`src/sv/chm_mod.sv`:
```
// Bit-serial restoring remainder unit: dividend modulo divisor.
module chm_mod #(
    parameter int KW = 32,
    parameter int NW = 11,
    parameter int AW = 10
) (
    input  logic          i_clk,
    input  logic          i_rst_n,
    input  logic          i_start,
    input  logic [KW-1:0] i_dividend,
    input  logic [NW-1:0] i_divisor,
    output logic          o_done,
    output logic [AW-1:0] o_rem
);
    localparam int CNTW = $clog2(KW + 1);

    logic            r_busy, n_busy;
    logic            r_done, n_done;
    logic [CNTW-1:0] r_cnt, n_cnt;
    logic [KW-1:0]   r_dvd, n_dvd;
    logic [NW:0]     r_rem, n_rem;
    logic [NW-1:0]   r_div, n_div;
    logic [NW:0]     w_t;

    assign w_t = {r_rem[NW-1:0], r_dvd[KW-1]};

    always_comb begin
        n_busy = r_busy;
        n_done = 1'b0;
        n_cnt  = r_cnt;
        n_dvd  = r_dvd;
        n_rem  = r_rem;
        n_div  = r_div;
        if (i_start) begin
            n_busy = 1'b1;
            n_cnt  = CNTW'(KW);
            n_dvd  = i_dividend;
            n_rem  = '0;
            n_div  = i_divisor;
        end else if (r_busy) begin
            n_rem = (w_t >= {1'b0, r_div}) ? w_t - {1'b0, r_div} : w_t;
            n_dvd = r_dvd << 1;
            n_cnt = r_cnt - 1'b1;
            if (r_cnt == CNTW'(1)) begin
                n_busy = 1'b0;
                n_done = 1'b1;
            end
        end
    end

    always_ff @(posedge i_clk) begin
        if (!i_rst_n) begin
            r_busy <= 1'b0;
            r_done <= 1'b0;
        end else begin
            r_busy <= n_busy;
            r_done <= n_done;
        end
        r_cnt <= n_cnt;
        r_dvd <= n_dvd;
        r_rem <= n_rem;
        r_div <= n_div;
    end

    assign o_done = r_done;
    assign o_rem  = r_rem[AW-1:0];
endmodule

```
`config.mk`:
```
export PLATFORM = sky130hd
export DESIGN_NAME = chm_mod
export DESIGN_NICKNAME = d
export VERILOG_FILES = /design/src/sv/chm_mod.sv
export SDC_FILE = /design/constraint.sdc
export NUM_CORES = 1
export LEC_CHECK = 0
export ABC_AREA = 1
export BUFFER_PORTS_ARGS = -buffer_cell sky130_fd_sc_hd__buf_2
export CAP_MARGIN = 5
export CORE_ASPECT_RATIO = 0.5
export CORE_MARGIN = 2
export CORE_UTILIZATION = 51
export CTS_CLUSTER_SIZE = 12
export DETAILED_ROUTE_END_ITERATION = 10
export GPL_TIMING_DRIVEN = 0
export PLACE_DENSITY = 0.84
export SLEW_MARGIN = 20
export SYNTH_ARGS = -nofsm -noshare
export SYNTH_HDL_FRONTEND = slang
export SYNTH_SLANG_ARGS = --single-unit
```
`constraint.sdc`:
```
create_clock -name i_clk -period 1.7 [get_ports i_clk]
set_input_delay 0.34 -clock i_clk [delete_from_list [all_inputs] [get_ports i_clk]]
set_output_delay 0.34 -clock i_clk [all_outputs]
set_load 0.03 [all_outputs]
```
==> flow_summary.yaml, run 1 <==
sta:
  setup_violations: 11
  slew_violations: 0
  worst_slew_pin_slew_ns: 0.454
  hold_viol_final: 0
  fin_crit_sh: 1.08
  fin_ws_ns: -0.138
  fmax_mhz: 544
  rsz0062_at_grt: "yes"
  fin_skew_ns: 0.00765
  finalCriticalPeriod_ns: 1.84
  relSlewSlack: 0.697
worst_setup_path:
  reg2reg_from: "r_div[0]"
  crit_type: "register to register"
  crit_start: "r_div[0]"
  arrival_ns: 2.06
  required_ns: 1.92
  end_kind: "register"
  crit_path_max_fanout: 3
  cp-start-kind: "register"
clock_tree:
  cts-htree-levels: 3
  clk_pin_slew_ns: 0.05
  cts_tree: "done"
  cts_buffer_depth: 2
  cts-root-buf: "clkbuf_16"
  cts.sinks: 62
  cts_buffers: 9
  cts_hold_buf: 0
  clock_latency_ns: 0.33
detailed_routing:
  drtAntennaViolNets: 0
  vias_per_cell: 5.05
  firstDrtPassIters: 6
  dr_total_vias: 2957
  wl_per_cell_um: 13.6
  drt_iter0_drc: 223
  drc_errors: 0
  wirelength_um: 7950
floorplanning:
  die_h_um: 61.6
  io-pin-count: 57
  core_area_mm2: 0.00623
  start_util: 0.543
  die_area_mm2: 0.00734
  die_x_um: 119
  rows: 20
run_status:
  violations: "setup timing"
  status: "complete, but fails checks"
placement:
  post-place-ws_ns: -0.746
  gp_congestion: 0.971
  place_hpwl_um: 5120
  dp.cells: 560
  numPortBuffers: 56
power_and_ir_drop:
  power.density_mw_per_mm2: 969
  leakage_nw: 2.18
  finalPower_mw: 4.16
  vdd_drop_max_mv: 0.571
synth:
  synth_area_mm2: 0.00338
  synth_area_leaders: "edfxtp_1, nand2_1, dfxtp_1"
  syn_inst: 416
  yosysWarnings: 0
  yosys.area.top_type: "edfxtp_1"
  synth_nets: 476
  syn_area_per_cell_um2: 8.13
  yosysTopAreaCellShare: 0.382
  synth-seq-area-share: 0.494
  ys_ff_latch: 62
  synth.distinct_cells: 33
min_path:
  holdCritPathClass: "input pin to register"
  worstHoldStart: "i_divisor[5]"
final_layout:
  n_fill_cell: 478
  syn2layout_area_growth_pct: 27.0
  layout-drive-gt1-share: 0.283
  nNetsFinal: 553
  fin_cells: 586
  num_antenna_cells: 0
global_route:
  gr-total-overflow: 0
  grt_pass1_wl_um: 13000
  grt_use_total: 0.233
  antenna_found_initial: 0
  grt_max_degree: 20
  grt_pass1_vias: 2880
run:
  cap_violations: 0
[layout make-up]
type                       instances  area [um^2]  share of cell area
timing repair inverter             2         15.0             0.00350
sequential                        62         1670               0.389
multi-input combinational        267         1430               0.332
timing repair buffer              64          360              0.0839
clock inverter                     6         71.3              0.0166
tap                               88          110              0.0256
buffer                            22          163              0.0379
inverter                          65          248              0.0577
clock buffer                      10          229              0.0533
[placed cells by master, fill, tap and decap left out, types with 9 or more instances in the layout]
cell,instances
nand2_1,161
inv_1,57
buf_2,57
edfxtp_1,43
dfxtp_1,19
buf_4,17
nand3_2,15
nand3_1,12
nand4_1,12
ha_1,9
clkbuf_16,9
[routing by layer]
metal / GRT usage / share of wire
met1: 0.277 / 0.42
met2: 0.425 / 0.49
met3: 0.0657 / 0.073
met5: 0 / 0
met4: 0.0765 / 0.016
[logic make-up after synthesis]
group	Yosys count	share of synthesized area
xor+xnor	3	0.00777
flops	62	0.494
simple gates	230	0.297
buf+inv	87	0.115
fa+ha+maj	14	0.0540
compound gates	20	0.0318
[cells in the mapped netlist (all sizes together)]
| master | count |
|---|---|
| inv | 63 |
| buf | 17 |
| a21oi | 10 |
| nor3b | 1 |
| nor3 | 4 |
| xor2 | 1 |
| nand4 | 13 |
| ha | 13 |
| o22ai | 1 |
| and3 | 1 |
| or2 | 2 |
| dfxtp | 19 |
| o21ai | 8 |
| nor2 | 9 |
| nand2 | 172 |
| xnor2 | 2 |
| nand3 | 28 |
| edfxtp | 43 |
| clkbuf | 5 |
| fa | 1 |
| o211ai | 1 |
| clkinv | 2 |
[repair_timing]
action	in CTS	in global routing
resized for setup	21	12
gates cloned	3	0
buffers inserted	5	2
pin swaps	7	1
setup endpoints to repair	45	33
[state kept, by name, summed over array words and instances, names as in the netlist]
name / cells
r_cnt: 6
r_rem: 11
o_done: 1
r_dvd: 32
r_busy: 1
r_div: 11
[path summary, 6_finish.rpt]
| kind | cells after the start | slack (ns) | end |
|---|---|---|---|
| max | 10 | -0.14 | r_rem[6] |
| min | 1 | 0.19 | r_div[5] |
| max reg2reg | 10 | -0.14 | r_rem[6] |
| min reg2reg | 2 | 0.47 | r_rem[10] |
[power by group]
| part | switching (mW) | internal [mW] | leakage (nW) | total (mW) |
|---|---|---|---|---|
| Sequential | 0.0445 | 1.76 | 0.591 | 1.80 |
| Clock | 0.681 | 1.14 | 0.139 | 1.82 |
| Combinational | 0.330 | 0.203 | 1.45 | 0.532 |
[stage by stage]
step                      TNS (ns)  area [um^2]  hold WS (ns)   util
final                        -1.29         4290         0.187  0.689
after global routing         -2.19         4290         0.178  0.689
after CTS                   -0.873         4240         0.182  0.681
after detailed placement    -35.67         3780         0.466  0.607
after global placement      -32.61         3780         0.460  0.607
after floorplan                  0         3390         0.439      -
[critical path, cell delays in order (launching register included)]
cell	delay, ns
edfxtp_1	0.39
ha_2	0.21
fa_2	0.36
inv_2	0.09
nand3_2	0.09
nand2_1	0.14
nand2_1	0.11
nand3_1	0.14
nand3_2	0.11
nand3_2	0.06
nand2_1	0.05
No activity file was read; power rests on OpenSTA's default activity.
==> inputs of run 2 (changes only) <==
Settings changed: CORE_UTILIZATION 51 to 56, PLACE_DENSITY 0.84 to 0.88.
Clock period 1.7 ns to 1.75 ns, I/O delays scaled along.
==> run 2 against run 1 <==
The run still ends with setup timing left; fmax fell by 3.0%; via count grew 5.3%; sequential share of layout area decreased by 0.095 points; worst hold slack improved by 0.0059 ns; non-clock buffer count unchanged; total power down 1.9%; critical endpoint is now r_rem[0]; largest cell class unchanged.
==> flow_summary.yaml, run 2 (synthesized netlist as in run 1, its figures left out) <==
floorplanning:
  rows: 19
  die_h_um: 58.9
  die_x_um: 114
  die_area_mm2: 0.00671
  io-pin-count: 57
  core_area_mm2: 0.00566
  start_util: 0.598
power_and_ir_drop:
  vdd_drop_max_mv: 0.661
  power.density_mw_per_mm2: 948
  leakage_nw: 2.19
placement:
  place_hpwl_um: 4770
  numPortBuffers: 56
  gp_congestion: 0.934
  dpl-instance-area_mm2: 0.00376
  dp.cells: 545
final_layout:
  syn2layout_area_growth_pct: 27.4
  final_common_cell: "nand2_1"
  final_area_mm2: 0.00431
  num_antenna_cells: 0
  largest_register_ffs: 32
  multi_input_area_mm2: 0.00147
  nNetsFinal: 553
  n_fill_cell: 355
  layout_common_cells: "nand2_1, buf_2, inv_1, edfxtp_1"
  fin_cells: 571
  reg_top3: "r_dvd x32, r_div x11, r_rem x11"
  layout-drive-gt1-share: 0.285
  sequential_cell_area_mm2: 0.00167
  top_register: "r_dvd"
sta:
  fin_skew_ns: 0.00401
  relSlewSlack: 0.700
  worst_slew_pin_slew_ns: 0.448
  hold_viol_final: 0
  finalCriticalPeriod_ns: 1.89
  fin_ws_ns: -0.145
  fin_crit_sh: 1.08
  setup_violations: 11
  fmax_mhz: 528
  slew_violations: 0
  rsz0062_at_grt: "yes"
clock_tree:
  cts_buffer_depth: 2
  clk_pin_slew_ns: 0.05
  cts-htree-levels: 3
  clock_latency_ns: 0.33
  cts.sinks: 62
  cts_hold_buf: 0
  cts_buffers: 9
  cts-root-buf: "clkbuf_16"
  cts_tree: "done"
worst_setup_path:
  arrival_ns: 2.11
  required_ns: 1.96
  crit_path_max_fanout: 3
  cp-start-kind: "register"
  crit_type: "register to register"
  end_kind: "register"
run_status:
  violations: "setup timing"
  status: "complete, but fails checks"
detailed_routing:
  vias_per_cell: 5.46
  dr_total_vias: 3115
  wirelength_um: 8820
  drtAntennaViolNets: 0
  drt_iter0_drc: 266
  drc_errors: 0
  wl_per_cell_um: 15.4
  firstDrtPassIters: 6
global_route:
  grt_pass1_wl_um: 13100
  antenna_found_initial: 0
  gr-total-overflow: 0
  grt_pass1_vias: 2889
  grt_max_degree: 20
  grt_use_total: 0.261
min_path:
  holdCritPathClass: "input pin to register"
run:
  cap_violations: 0
[run 2: cell count changes in the layout (fill, tap and decap cells not counted), moves of 2 or more]
cell and change:
clkinv_2 +2, nand2_1 +2, nand3_4 +3, nand3_2 -3, ha_4 +2
[run 2: worst paths after layout]
kind | cells past startpoint | start | slack [ns] | endpoint
hold / removal | 1 | i_divisor[2] | 0.19 | r_div[2]
setup reg to reg | 12 | r_dvd[31] | -0.14 | r_rem[0]
setup / recovery | 12 | r_dvd[31] | -0.14 | r_rem[0]
hold reg to reg | 2 | r_rem[10] | 0.47 | r_rem[10]
[run 2: metrics by stage]
stage | total power [mW] | setup slack, ns | setup TNS (ns) | utilization | hold WS (ns)
finish | 4.08 | -0.145 | -1.37 | 0.761 | 0.193
global route | 4.22 | -0.236 | -2.10 | 0.761 | 0.181
CTS | 4.02 | -0.0759 | -0.555 | 0.751 | 0.188
detailed placement | 2.22 | -0.686 | -29.94 | 0.665 | 0.461
global placement | 2.20 | -0.650 | -27.81 | 0.665 | 0.460
floorplan | 2.07 | 0.0441 | 0 | - | 0.439
[run 2: power by group]
part | internal [mW] | switching (mW)
clock network | 1.11 | 0.671
logic | 0.205 | 0.344
registers | 1.71 | 0.0481
total | 3.02 | 1.06
[run 2: area by class of cell]
type / count / share of cell area
buffer: 22 / 0.0346
clock buffer: 9 / 0.0523
clock inverter: 7 / 0.0171
inverter: 65 / 0.0575
multi-input combinational: 267 / 0.341
sequential: 62 / 0.388
tap: 73 / 0.0212
timing repair buffer: 64 / 0.0845
timing repair inverter: 2 / 0.00349
[run 2: worst max-delay path, stage by stage (launching register included)]
cell	delay, ns
edfxtp_1	0.37
inv_2	0.07
ha_4	0.16
fa_2	0.36
inv_2	0.11
nand3_4	0.08
nand3_2	0.11
nand2_4	0.07
nand3_4	0.10
buf_4	0.13
nand2_1	0.05
nand3_1	0.07
o21ai_1	0.08
[run 2: timing repair]
item | 4_1_cts | 5_1_grt
buffers inserted | 7 | 1
setup endpoints to repair | 45 | 11
cloned | 3 | 0
resized for setup | 25 | 12
pin swaps | 8 | 4
[run 2: per-layer routing]
layer | wire [um] | global-route usage | share of wire
met1 | 3480 | 0.306 | 0.40
met2 | 4170 | 0.462 | 0.47
met3 | 815 | 0.0886 | 0.092
met4 | 349 | 0.0906 | 0.040
met5 | 0 | 0 | 0
